`src/rtl/kea_pkg.sv`:
```
`timescale 1ns / 1ps
`default_nettype none
// ----------------------------------------------------------------------------
// kea_pkg
// Types, constants and the key code table shared by the keypad event tracker.
// ----------------------------------------------------------------------------
package kea_pkg;

  localparam int CODE_COUNT = 18;
  localparam int IDX_W      = 5;
  localparam int TICK_W     = 32;
  localparam int TYPE_W     = 16;
  localparam int CODE_W     = 16;
  localparam int VALUE_W    = 32;
  localparam int CFG_W      = 16;
  localparam int MASK_W     = 18;
  localparam int IN_DATA_W  = TICK_W + TYPE_W + CODE_W + VALUE_W;
  localparam int OUT_DATA_W = 4 * MASK_W;

  localparam logic [TYPE_W-1:0]  EV_KEY         = 16'd1;
  localparam logic [VALUE_W-1:0] VAL_RELEASE    = 32'd0;
  localparam logic [VALUE_W-1:0] VAL_AUTOREPEAT = 32'd2;

  localparam logic FUNC_POLL  = 1'b0;

  localparam logic CFG_DELAY    = 1'b0;
  localparam logic CFG_INTERVAL = 1'b1;

  localparam logic [CFG_W-1:0] DELAY_RST    = 16'd300;
  localparam logic [CFG_W-1:0] INTERVAL_RST = 16'd100;

  typedef logic [CODE_W-1:0] code_tbl_t [CODE_COUNT];

  localparam code_tbl_t CODE_TABLE = '{
    16'd103, 16'd108, 16'd105, 16'd106, 16'd305, 16'd304, 16'd307, 16'd308, 16'd310,
    16'd311, 16'd312, 16'd313, 16'd314, 16'd315, 16'd316, 16'd116, 16'd115, 16'd114
  };

  typedef struct packed {
    logic              poll;
    logic [TICK_W-1:0] tick;
    logic              known;
    logic              press;
    logic [IDX_W-1:0]  idx;
  } kea_cmd_t;

  typedef struct packed {
    logic [1:0] fill;
  } kea_front_stat_t;

  typedef struct packed {
    logic busy;
  } kea_back_stat_t;

  typedef enum logic {
    BK_IDLE,
    BK_SWEEP
  } kea_back_state_t;

  // {hit, index}
  function automatic logic [IDX_W:0] code_lookup(input logic [CODE_W-1:0] code);
    logic [IDX_W:0] res;
    res = '0;
    for (int i = CODE_COUNT - 1; i >= 0; i--) begin
      if (CODE_TABLE[i] == code) begin
        res = {1'b1, IDX_W'(i)};
      end
    end
    return res;
  endfunction

endpackage
`default_nettype wire

```
`src/rtl/kea_front.sv`:
```
`timescale 1ns / 1ps
`default_nettype none
// ----------------------------------------------------------------------------
// kea_front
// Accepts requests, decodes poll/key events into commands, two-entry queue.
// ----------------------------------------------------------------------------
module kea_front (
  input  wire logic                             clk,
  input  wire logic                             rst_n,
  input  wire logic                             in_tvalid,
  output logic                                  in_tready,
  input  wire logic                             in_tuser,
  input  wire logic [kea_pkg::IN_DATA_W-1:0]    in_tdata,
  output logic                                  cmd_valid,
  input  wire logic                             cmd_ready,
  output kea_pkg::kea_cmd_t                     cmd,
  output kea_pkg::kea_front_stat_t              stat
);
  import kea_pkg::*;

  logic [TICK_W-1:0]  tick;
  logic [TYPE_W-1:0]  ev_type;
  logic [CODE_W-1:0]  key_code;
  logic [VALUE_W-1:0] key_value;
  logic [IDX_W:0]     hit;
  kea_cmd_t           dec;

  kea_cmd_t   q_r [2];
  logic       wr_ptr_r, wr_ptr_nxt;
  logic       rd_ptr_r, rd_ptr_nxt;
  logic [1:0] fill_r, fill_nxt;
  logic       push, pop;

  assign tick      = in_tdata[TICK_W-1:0];
  assign ev_type   = in_tdata[TICK_W+TYPE_W-1:TICK_W];
  assign key_code  = in_tdata[TICK_W+TYPE_W+CODE_W-1:TICK_W+TYPE_W];
  assign key_value = in_tdata[IN_DATA_W-1:TICK_W+TYPE_W+CODE_W];
  assign hit       = code_lookup(key_code);

  always_comb begin
    dec.poll  = (in_tuser == FUNC_POLL);
    dec.tick  = tick;
    dec.known = (in_tuser != FUNC_POLL) && (ev_type == EV_KEY) &&
                (key_value != VAL_AUTOREPEAT) && hit[IDX_W];
    dec.press = (key_value != VAL_RELEASE);
    dec.idx   = hit[IDX_W-1:0];
  end

  assign in_tready = (fill_r != 2'd2);
  assign cmd_valid = (fill_r != 2'd0);
  assign cmd       = q_r[rd_ptr_r];
  assign stat.fill = fill_r;
  assign push      = in_tvalid && in_tready;
  assign pop       = cmd_valid && cmd_ready;

  always_comb begin
    wr_ptr_nxt = push ? ~wr_ptr_r : wr_ptr_r;
    rd_ptr_nxt = pop ? ~rd_ptr_r : rd_ptr_r;
    case ({push, pop})
      2'b10:   fill_nxt = fill_r + 2'd1;
      2'b01:   fill_nxt = fill_r - 2'd1;
      default: fill_nxt = fill_r;
    endcase
  end

  always_ff @(posedge clk) begin
    if (push) begin
      q_r[wr_ptr_r] <= dec;
    end
  end

  always_ff @(posedge clk) begin
    if (!rst_n) begin
      wr_ptr_r <= 1'b0;
      rd_ptr_r <= 1'b0;
      fill_r   <= 2'd0;
    end else begin
      wr_ptr_r <= wr_ptr_nxt;
      rd_ptr_r <= rd_ptr_nxt;
      fill_r   <= fill_nxt;
    end
  end

endmodule
`default_nettype wire

```
`src/rtl/kea_back.sv`:
```
`timescale 1ns / 1ps
`default_nettype none
// ----------------------------------------------------------------------------
// kea_back
// Executes commands: key press/release, poll sweep over repeat times, result reg.
// ----------------------------------------------------------------------------
module kea_back #(
  parameter int NUM_BUTTONS = 18
) (
  input  wire logic                             clk,
  input  wire logic                             rst_n,
  input  wire logic                             cmd_valid,
  output logic                                  cmd_ready,
  input  wire kea_pkg::kea_cmd_t                cmd,
  input  wire logic                             cfg_we,
  input  wire logic                             cfg_index,
  input  wire logic [kea_pkg::CFG_W-1:0]        cfg_data,
  output logic                                  out_tvalid,
  input  wire logic                             out_tready,
  output logic [kea_pkg::OUT_DATA_W-1:0]        out_tdata,
  output logic                                  out_tuser,
  output kea_pkg::kea_back_stat_t               stat
);
  import kea_pkg::*;

  localparam int IW = $clog2(NUM_BUTTONS);
  localparam int CW = $clog2(NUM_BUTTONS + 1);

  kea_back_state_t state_r, state_nxt;

  logic [CW-1:0]          cnt_r, cnt_nxt;
  logic [NUM_BUTTONS-1:0] held_r, held_nxt;
  logic [NUM_BUTTONS-1:0] pe_r, pe_nxt;
  logic [NUM_BUTTONS-1:0] re_r, re_nxt;
  logic [NUM_BUTTONS-1:0] rp_r, rp_nxt;
  logic [TICK_W-1:0]      poll_time_r, poll_time_nxt;
  logic [CFG_W-1:0]       delay_r, delay_nxt;
  logic [CFG_W-1:0]       interval_r, interval_nxt;
  logic                   out_valid_r, out_valid_nxt;
  logic [OUT_DATA_W-1:0]  out_data_r, out_data_nxt;
  logic                   out_known_r, out_known_nxt;

  logic [TICK_W-1:0] due_mem [NUM_BUTTONS];
  logic [TICK_W-1:0] rd_q;
  logic [IW-1:0]     rd_addr;
  logic              mem_we;
  logic [IW-1:0]     mem_wa;
  logic [TICK_W-1:0] mem_wd;

  logic                   slot_free;
  logic                   pop;
  logic                   sweep_done;
  logic [IW-1:0]          ev_idx;
  logic [IW-1:0]          proc_idx;
  logic [NUM_BUTTONS-1:0] ev_bit;

  assign slot_free  = !out_valid_r || out_tready;
  assign pop        = cmd_valid && cmd_ready;
  assign sweep_done = (cnt_r == CW'(NUM_BUTTONS));
  assign ev_idx     = IW'(cmd.idx);
  assign proc_idx   = IW'(cnt_r - CW'(1));
  assign rd_addr    = (cnt_r < CW'(NUM_BUTTONS)) ? cnt_r[IW-1:0] : '0;

  always_comb begin
    ev_bit         = '0;
    ev_bit[ev_idx] = 1'b1;
  end

  // next state
  always_comb begin
    state_nxt = state_r;
    case (state_r)
      BK_IDLE: begin
        if (pop && cmd.poll) begin
          state_nxt = BK_SWEEP;
        end
      end
      BK_SWEEP: begin
        if (sweep_done) begin
          state_nxt = BK_IDLE;
        end
      end
      default: state_nxt = BK_IDLE;
    endcase
  end

  // outputs and datapath
  always_comb begin
    cmd_ready     = 1'b0;
    cnt_nxt       = cnt_r;
    held_nxt      = held_r;
    pe_nxt        = pe_r;
    re_nxt        = re_r;
    rp_nxt        = rp_r;
    poll_time_nxt = poll_time_r;
    out_valid_nxt = out_valid_r && !out_tready;
    out_known_nxt = out_known_r;
    mem_we        = 1'b0;
    mem_wa        = ev_idx;
    mem_wd        = poll_time_r + TICK_W'(delay_r);
    case (state_r)
      BK_IDLE: begin
        cmd_ready = slot_free;
        if (pop) begin
          if (cmd.poll) begin
            poll_time_nxt = cmd.tick;
            pe_nxt        = '0;
            re_nxt        = '0;
            rp_nxt        = '0;
            cnt_nxt       = '0;
          end else begin
            if (cmd.known) begin
              if (cmd.press) begin
                held_nxt = held_r | ev_bit;
                pe_nxt   = pe_r | ev_bit;
                mem_we   = 1'b1;
              end else begin
                held_nxt = held_r & ~ev_bit;
                re_nxt   = re_r | ev_bit;
              end
            end
            out_valid_nxt = 1'b1;
            out_known_nxt = cmd.known;
          end
        end
      end
      BK_SWEEP: begin
        cnt_nxt = cnt_r + CW'(1);
        if (cnt_r != '0) begin
          if (held_r[proc_idx] && (poll_time_r >= rd_q)) begin
            rp_nxt[proc_idx] = 1'b1;
            mem_we           = 1'b1;
            mem_wa           = proc_idx;
            mem_wd           = rd_q + TICK_W'(interval_r);
          end
        end
        if (sweep_done) begin
          out_valid_nxt = 1'b1;
          out_known_nxt = 1'b0;
        end
      end
      default: cmd_ready = 1'b0;
    endcase
    out_data_nxt = {rp_nxt[MASK_W-1:0], re_nxt[MASK_W-1:0],
                    pe_nxt[MASK_W-1:0], held_nxt[MASK_W-1:0]};
  end

  always_comb begin
    delay_nxt    = delay_r;
    interval_nxt = interval_r;
    if (cfg_we) begin
      case (cfg_index)
        CFG_DELAY:    delay_nxt    = cfg_data;
        CFG_INTERVAL: interval_nxt = cfg_data;
        default:      delay_nxt    = delay_r;
      endcase
    end
  end

  always_ff @(posedge clk) begin
    if (mem_we) begin
      due_mem[mem_wa] <= mem_wd;
    end
    rd_q <= due_mem[rd_addr];
  end

  always_ff @(posedge clk) begin
    if (out_valid_nxt && !(out_valid_r && !out_tready)) begin
      out_data_r  <= out_data_nxt;
      out_known_r <= out_known_nxt;
    end
  end

  always_ff @(posedge clk) begin
    if (!rst_n) begin
      state_r     <= BK_IDLE;
      cnt_r       <= '0;
      held_r      <= '0;
      pe_r        <= '0;
      re_r        <= '0;
      rp_r        <= '0;
      poll_time_r <= '0;
      delay_r     <= DELAY_RST;
      interval_r  <= INTERVAL_RST;
      out_valid_r <= 1'b0;
    end else begin
      state_r     <= state_nxt;
      cnt_r       <= cnt_nxt;
      held_r      <= held_nxt;
      pe_r        <= pe_nxt;
      re_r        <= re_nxt;
      rp_r        <= rp_nxt;
      poll_time_r <= poll_time_nxt;
      delay_r     <= delay_nxt;
      interval_r  <= interval_nxt;
      out_valid_r <= out_valid_nxt;
    end
  end

  assign out_tvalid = out_valid_r;
  assign out_tdata  = out_data_r;
  assign out_tuser  = out_known_r;
  assign stat.busy  = (state_r == BK_SWEEP);

endmodule
`default_nettype wire

```
`src/rtl/keypad_event_autorepeat.sv`:
```
`timescale 1ns / 1ps
`default_nettype none
// ----------------------------------------------------------------------------
// keypad_event_autorepeat
// Keypad event tracker: press/release edges and software autorepeat per poll.
// ----------------------------------------------------------------------------
// Channel  Dir  Handshake          Payload
// in_      in   tvalid/tready      tuser: func; tdata: tick, type, code, value
// out_     out  tvalid/tready      tuser: key_known; tdata: four 18-bit masks
// cfg_     in   valid/ready        index 0 delay, 1 interval; data 16 bits
//
// A key event is executed when its command is taken from the queue; a poll
// sweeps the repeat-time memory through its one read port, and the executor
// takes no command during the sweep. A request is registered in the command
// queue, then in the result register. The front queue holds two requests while
// the executor or result register stalls. Sync reset; no memory clearing pass.
// ----------------------------------------------------------------------------
module keypad_event_autorepeat #(
  parameter int NUM_BUTTONS = 18
) (
  input  wire logic                           clk,
  input  wire logic                           rst_n,
  input  wire logic                           in_tvalid,
  output logic                                in_tready,
  input  wire logic                           in_tuser,   // func
  // tick[31:0], event_type[47:32], key_code[63:48], key_value[95:64]
  input  wire logic [kea_pkg::IN_DATA_W-1:0]  in_tdata,
  output logic                                out_tvalid,
  input  wire logic                           out_tready,
  output logic                                out_tuser,  // key_known
  // pressed[17:0], press_edges[35:18], release_edges[53:36], repeat_edges[71:54]
  output logic [kea_pkg::OUT_DATA_W-1:0]      out_tdata,
  input  wire logic                           cfg_valid,
  output logic                                cfg_ready,
  input  wire logic                           cfg_index,
  input  wire logic [kea_pkg::CFG_W-1:0]      cfg_data
);
  import kea_pkg::*;

  kea_cmd_t        cmd;
  logic            cmd_valid;
  logic            cmd_ready;
  kea_front_stat_t fr_stat;
  kea_back_stat_t  bk_stat;

  assign cfg_ready = 1'b1;

  kea_front u_front (
    .clk       (clk),
    .rst_n     (rst_n),
    .in_tvalid (in_tvalid),
    .in_tready (in_tready),
    .in_tuser  (in_tuser),
    .in_tdata  (in_tdata),
    .cmd_valid (cmd_valid),
    .cmd_ready (cmd_ready),
    .cmd       (cmd),
    .stat      (fr_stat)
  );

  kea_back #(
    .NUM_BUTTONS (NUM_BUTTONS)
  ) u_back (
    .clk        (clk),
    .rst_n      (rst_n),
    .cmd_valid  (cmd_valid),
    .cmd_ready  (cmd_ready),
    .cmd        (cmd),
    .cfg_we     (cfg_valid && cfg_ready),
    .cfg_index  (cfg_index),
    .cfg_data   (cfg_data),
    .out_tvalid (out_tvalid),
    .out_tready (out_tready),
    .out_tdata  (out_tdata),
    .out_tuser  (out_tuser),
    .stat       (bk_stat)
  );

  a_known_has_edge: assert property (@(posedge clk) disable iff (!rst_n)
    out_tvalid && out_tuser |->
      ((out_tdata[2*MASK_W-1:MASK_W] | out_tdata[3*MASK_W-1:2*MASK_W]) != '0))
    else $error("known key result without a press or release edge");

  a_no_pop_in_sweep: assert property (@(posedge clk) disable iff (!rst_n)
    bk_stat.busy |-> !(cmd_valid && cmd_ready))
    else $error("command taken during poll sweep");

  a_sweep_starts_clear: assert property (@(posedge clk) disable iff (!rst_n)
    $rose(bk_stat.busy) |-> !out_tvalid)
    else $error("poll started while a result was still pending");

  a_queue_bound: assert property (@(posedge clk) disable iff (!rst_n)
    (fr_stat.fill == 2'd2) |=> (fr_stat.fill == 2'd2) || (fr_stat.fill == 2'd1))
    else $error("command queue fill jumped");

endmodule
`default_nettype wire
```
`config.mk`:
```
export PLATFORM = sky130hd
export DESIGN_NAME = keypad_event_autorepeat
export DESIGN_NICKNAME = d
export VERILOG_FILES = /design/src/rtl/kea_pkg.sv /design/src/rtl/kea_front.sv /design/src/rtl/kea_back.sv /design/src/rtl/keypad_event_autorepeat.sv
export SDC_FILE = /design/constraint.sdc
export NUM_CORES = 1
export LEC_CHECK = 0
export ABC_AREA = 1
export BUFFER_PORTS_ARGS = -buffer_cell sky130_fd_sc_hd__buf_2
export CORE_ASPECT_RATIO = 2
export CORE_MARGIN = 3
export CORE_UTILIZATION = 45
export DETAILED_ROUTE_END_ITERATION = 10
export SLEW_MARGIN = 20
export SYNTH_ARGS = -nofsm -noshare
export SYNTH_HDL_FRONTEND = slang
export SYNTH_SLANG_ARGS = --single-unit
```
`constraint.sdc`:
```
create_clock -name clk -period 6.37 [get_ports clk]
set_clock_uncertainty 0.15 [all_clocks]
set_input_delay 0 -clock clk [delete_from_list [all_inputs] [get_ports clk]]
set_output_delay 0 -clock clk [all_outputs]
set_load 0.05 [all_outputs]
```
==> results.md <==
- The leading cell type in the layout, fill and taps excluded is nand2_1.
- The number of sinks on the clock net is 909.
- The final cell count without fillers is 5020.
- The switching power of the nets is 6.40 mW.
- Max-cap violations in this run came to 0.
- The class of the most critical setup path is flop to flop.
- Detailed placement ended at an HPWL of 78.9 mm.
- The depth of the most critical reg-to-reg path is 13.
- The congestion estimate from routability-driven global placement came to 0.980.
- The clock network latency to the later pin of the worst-skew pair is 0.65 ns.
- The x dimension of the die is 213 µm.
- Among all flip-flop cells after synthesis, the most frequent one is edfxtp_1.
- After the first detailed-routing iteration, the DRC count stood at 2208.
- The cell count after placement is 4752.
- The global-route wire length before repair is 171 mm.
- Of the total synthesized cell area, the portion taken by full adders, half adders and majority gates is 0.0234.
- The vertical die dimension is 421 µm.
- The slack of the worst reg-to-reg path is 1.41 ns.
- Across all setup checks in the final design, the least slack found is 1.41 ns.
- The worst setup path is launched from a flop.
- The number of input and output port buffers inserted is 193.
- The layout overhead on the synthesized area is 15.7%.
- The worst hold path begins at cfg_data[14].
- The start of the worst register-to-register path is u_back.rd_q[7].
- After detailed routing, the number of remaining DRC violations is 0.
- The post-synth net total is 3797.
- The arrival time of data at the critical path endpoint is 5.11 ns.
- The number of clock buffers added by TritonCTS is 78.
- In this run the critical register-to-register path is captured at u_back.due_mem[13][19].
- The worst slack at placement is 1.47 ns.
- The die covers 89700 µm².
- The placeable core region is 85000 µm².
- The logic gate share of total power is 0.289.
- The share of the synthesized area in the top cell type is 0.566.
- Headroom to the max-slew limit came out at 0.215.
- The number of antenna violations at the first check in global routing is 0.
- The fill cell total of the finished layout is 7461.
- The portion of synthesized area spent on multiplexers is 0.00155.
- Clock tree synthesis selected as its root buffer the cell clkbuf_16.
- The achievable frequency is 0.202 GHz.
- The number of synthesized register bits is 909.
- The data required time of the worst path is 6.52 ns.
- Setup repair after global routing left no endpoint under its margin.
- Of the total synthesized cell area, the portion taken by XOR and XNOR cells is 0.00926.
- The maximum fanout encountered on the critical timing path is 44.
- Of the available clock period, the critical path in the final layout requires 0.778.
- Summing every instance area after synthesis gives 38700 µm².
- The pre-antenna-repair detailed-routing pass consisted of 7 iterations.
- For this run, the total global-route usage over all layers was measured as 0.259.
- After clock tree synthesis, the clock-pin slew on the worst setup and hold paths is 0.07 ns.
- A synthesized cell averages 10.7 µm².
- The antenna diode count is 0.
- The share of the synthesized area in compound gates (AO/OA/AOI/OAI) is 0.0958.
- The fraction of registers with async set or reset after synthesis is 0.
- The cell-internal power is 11.4 mW.
- The area occupied by multi-input gates is 11800 µm².
- After detailed routing, the total wire length is 117 mm.
- The final critical delay including setup and external delays is 4.96 ns.
- TritonCTS built the clock tree.
- The storage element area is 25500 µm².
- The worst hold path passes through 4 cells.
- The cell count after synthesis is 3607.
- The count of flip-flops with a built-in enable after synthesis is 729.
- The final net count is 4077.
- The floorplan has 151 rows.
- The fraction of final layout cells with drive strength greater than 1 is 0.120.
- The number of max-slew violations in the final report came to 0.
- Of the total power, the clock network draws 0.274.
- The count of vias placed by the detailed router is 28000.
- The final-report hold violation count is 0.
- The starting density of the core is 0.455.
- The net switching fraction of the power is 0.359.
- Buffers added to address setup during post-CTS repair amount to 0.
- The detail route stage leaves a number of antenna-violating nets equal to 0.
- Of the total synthesized cell area, the portion taken by AND, OR, NAND and NOR gates is 0.170.
- The dominant cell type by area after synthesis is edfxtp_1.
- Counting along the longest clock path gives a buffer depth of 3.
- Tracing the worst setup path back leads to its startpoint at u_back.rd_q[7].
- After detailed routing, the average wire length per cell comes to 23.3 µm.
- The H-tree was split into 3 levels.
- Sorting the synthesized cells by area gives the leading types as edfxtp_1 57%, dfxtp_1 9.3%, nand2_1 8.6%, nor2_1 2.8%, nand3_1 2.8%.
- The sequential element share of the synthesized area is 0.659.
- The run finished with clean final reports.
- The count of synthesis-stage warnings from yosys is 0.
- The class of the most critical hold timing path is input pin to flop.
- Entering global routing, the biggest net connects 161 pins.
- The power density over the cells is 399 nW/µm².
- In the final timing run, aggregate negative setup slack is 0 ns.
- The number of global-route vias before repair is 28200.
- Setup violations remaining at the end of the flow were counted as 0.
- The via-per-instance ratio is 5.57.
- During I/O placement, the number of pins put on the boundary was 195.
- The total grt overflow is 0.
- The library cells used most frequently in the layout, excluding fill and tap cells, are 887 x nand2_1, 729 x edfxtp_1, 270 x nor2_1, 217 x nand3_1, 193 x buf_2.
- The worst voltage drop across the vdd grid is 0.000215 V.
- The transition time at the pin with the least slew margin is 1.17 ns.
- The hold path endpoint is u_back.delay_r[14].
- The tightest hold margin is 0.0272 ns.
- The leakage component of the power is 17.1 nW.
- The combinational family with the most area after synthesis is simple AND/OR/NAND/NOR gates.
- The sequential power share is 0.438.
- STA classifies the critical path endpoint as a flop.
- The distinct cell type count of the synthesized netlist is 57.
## power by group through the flow
stage	clock network, mW	logic, mW	registers [mW]
2_1_floorplan	0	2.74	8.33
3_3_place_gp	0	5.04	7.92
3_5_place_dp	0	5.06	7.93
4_1_cts	4.96	5.14	7.80
5_1_grt	5.17	5.58	7.85
6_report	4.88	5.14	7.81
## layer usage
| layer | up-vias | wire length [µm] | GRT usage | part of all wire |
|---|---|---|---|---|
| li1 | 13200 | - | - | - |
| met1 | 13500 | 38800 | 0.253 | 0.33 |
| met2 | 945 | 62700 | 0.488 | 0.53 |
| met3 | 334 | 5390 | 0.0355 | 0.046 |
| met4 | 0 | 10300 | 0.191 | 0.088 |
| met5 | - | 0 | 0 | 0 |
## metrics by stage
stage	power [mW]	utilization	area, µm²
global route	18.6	0.526	44700
finish	17.8	0.526	44700
global placement	13.0	0.481	40900
detailed placement	13.0	0.481	40900
floorplan	11.1	-	38700
CTS	17.9	0.526	44700
## synth_stat cells, types with 2 or more instances
cell type / instances
a21boi_0: 2
a21o_1: 2
a21oi_1: 161
a31oi_1: 34
and2_1: 2
buf_1: 8
buf_2: 64
buf_4: 8
buf_6: 4
clkbuf_1: 92
clkinv_1: 3
dfxtp_1: 180
edfxtp_1: 729
fa_1: 2
ha_1: 69
inv_1: 187
inv_2: 13
inv_4: 2
mux2i_1: 6
nand2_1: 887
nand3_1: 217
nand3_2: 10
nand3b_1: 4
nand4_1: 34
nor2_1: 293
nor2_2: 3
nor3_1: 36
nor3_2: 3
nor4_1: 17
o2111ai_1: 4
o211ai_1: 37
o21a_1: 4
o21ai_0: 190
o21ai_1: 70
o21ai_2: 5
o221ai_1: 48
o22ai_1: 80
or2_0: 7
or2_1: 7
or2_2: 29
xnor2_1: 12
xor2_1: 27
## worst max-delay path by stage
| stage | endpoint | slack, ns | cells after the start |
|---|---|---|---|
| after floorplan | u_back.out_tdata[0] | 1.38 | 7 |
| after global placement | u_back.due_mem[1][12] | 1.49 | 12 |
| after detailed placement | u_back.due_mem[1][31] | 1.47 | 11 |
| after CTS | u_back.due_mem[13][19] | 1.47 | 12 |
| after global routing | u_back.due_mem[0][12] | 1.16 | 12 |
| final | u_back.due_mem[13][19] | 1.41 | 13 |
## worst max-delay path, stage by stage, from the launching register on
cell,delay [ns]
dfxtp_1,0.34
inv_1,0.05
ha_1,0.29
nand2_1,0.09
nor2_1,0.18
nand4_1,0.37
nor2_1,0.25
nand2_1,0.07
nand3_1,0.50
nand3_4,0.69
nand2_4,0.31
nand3_2,0.29
nor2_4,0.54
buf_4,0.45
## repair_timing
action	4_1_cts	5_1_grt
endpoints found under the setup margin	0	0
hold endpoints to repair	135	0
hold buffers	126	0
gates resized for setup	0	0
## area by class of cell
class                           count  area share
Timing Repair Buffer              377      0.0606
Sequential cell                   909       0.570
Inverter                          205      0.0175
Tap cell                         1071      0.0300
Clock inverter                     48      0.0116
Clock buffer                       94      0.0463
Multi-Input combinational cell   2316       0.264
## kinds of logic (layout without fill, tap and decap cells)
logic type,count (synthesis),in the layout
multiplexers,6,6
AND/OR/NAND/NOR,1556,1556
flip-flops,909,909
XOR/XNOR,40,40
AO/OA/AOI/OAI,642,642
buffers and inverters,382,724
other,1,1
adder cells (fa/ha/maj),71,71
## flip-flops by register name, indices dropped and copies added, names as in the netlist, 18 cells and up, named ones only
| signal | count |
|---|---|
| u_back.poll_time_r | 32 |
| u_back.rd_q | 32 |
| u_back.held_r | 18 |
| u_front.q_r | 80 |
| u_back.due_mem | 576 |
| u_back.rp_r | 18 |
| u_back.pe_r | 18 |
| u_back.out_tdata | 72 |
| u_back.re_r | 18 |
Note: power is estimated with default switching activity, not from simulation.
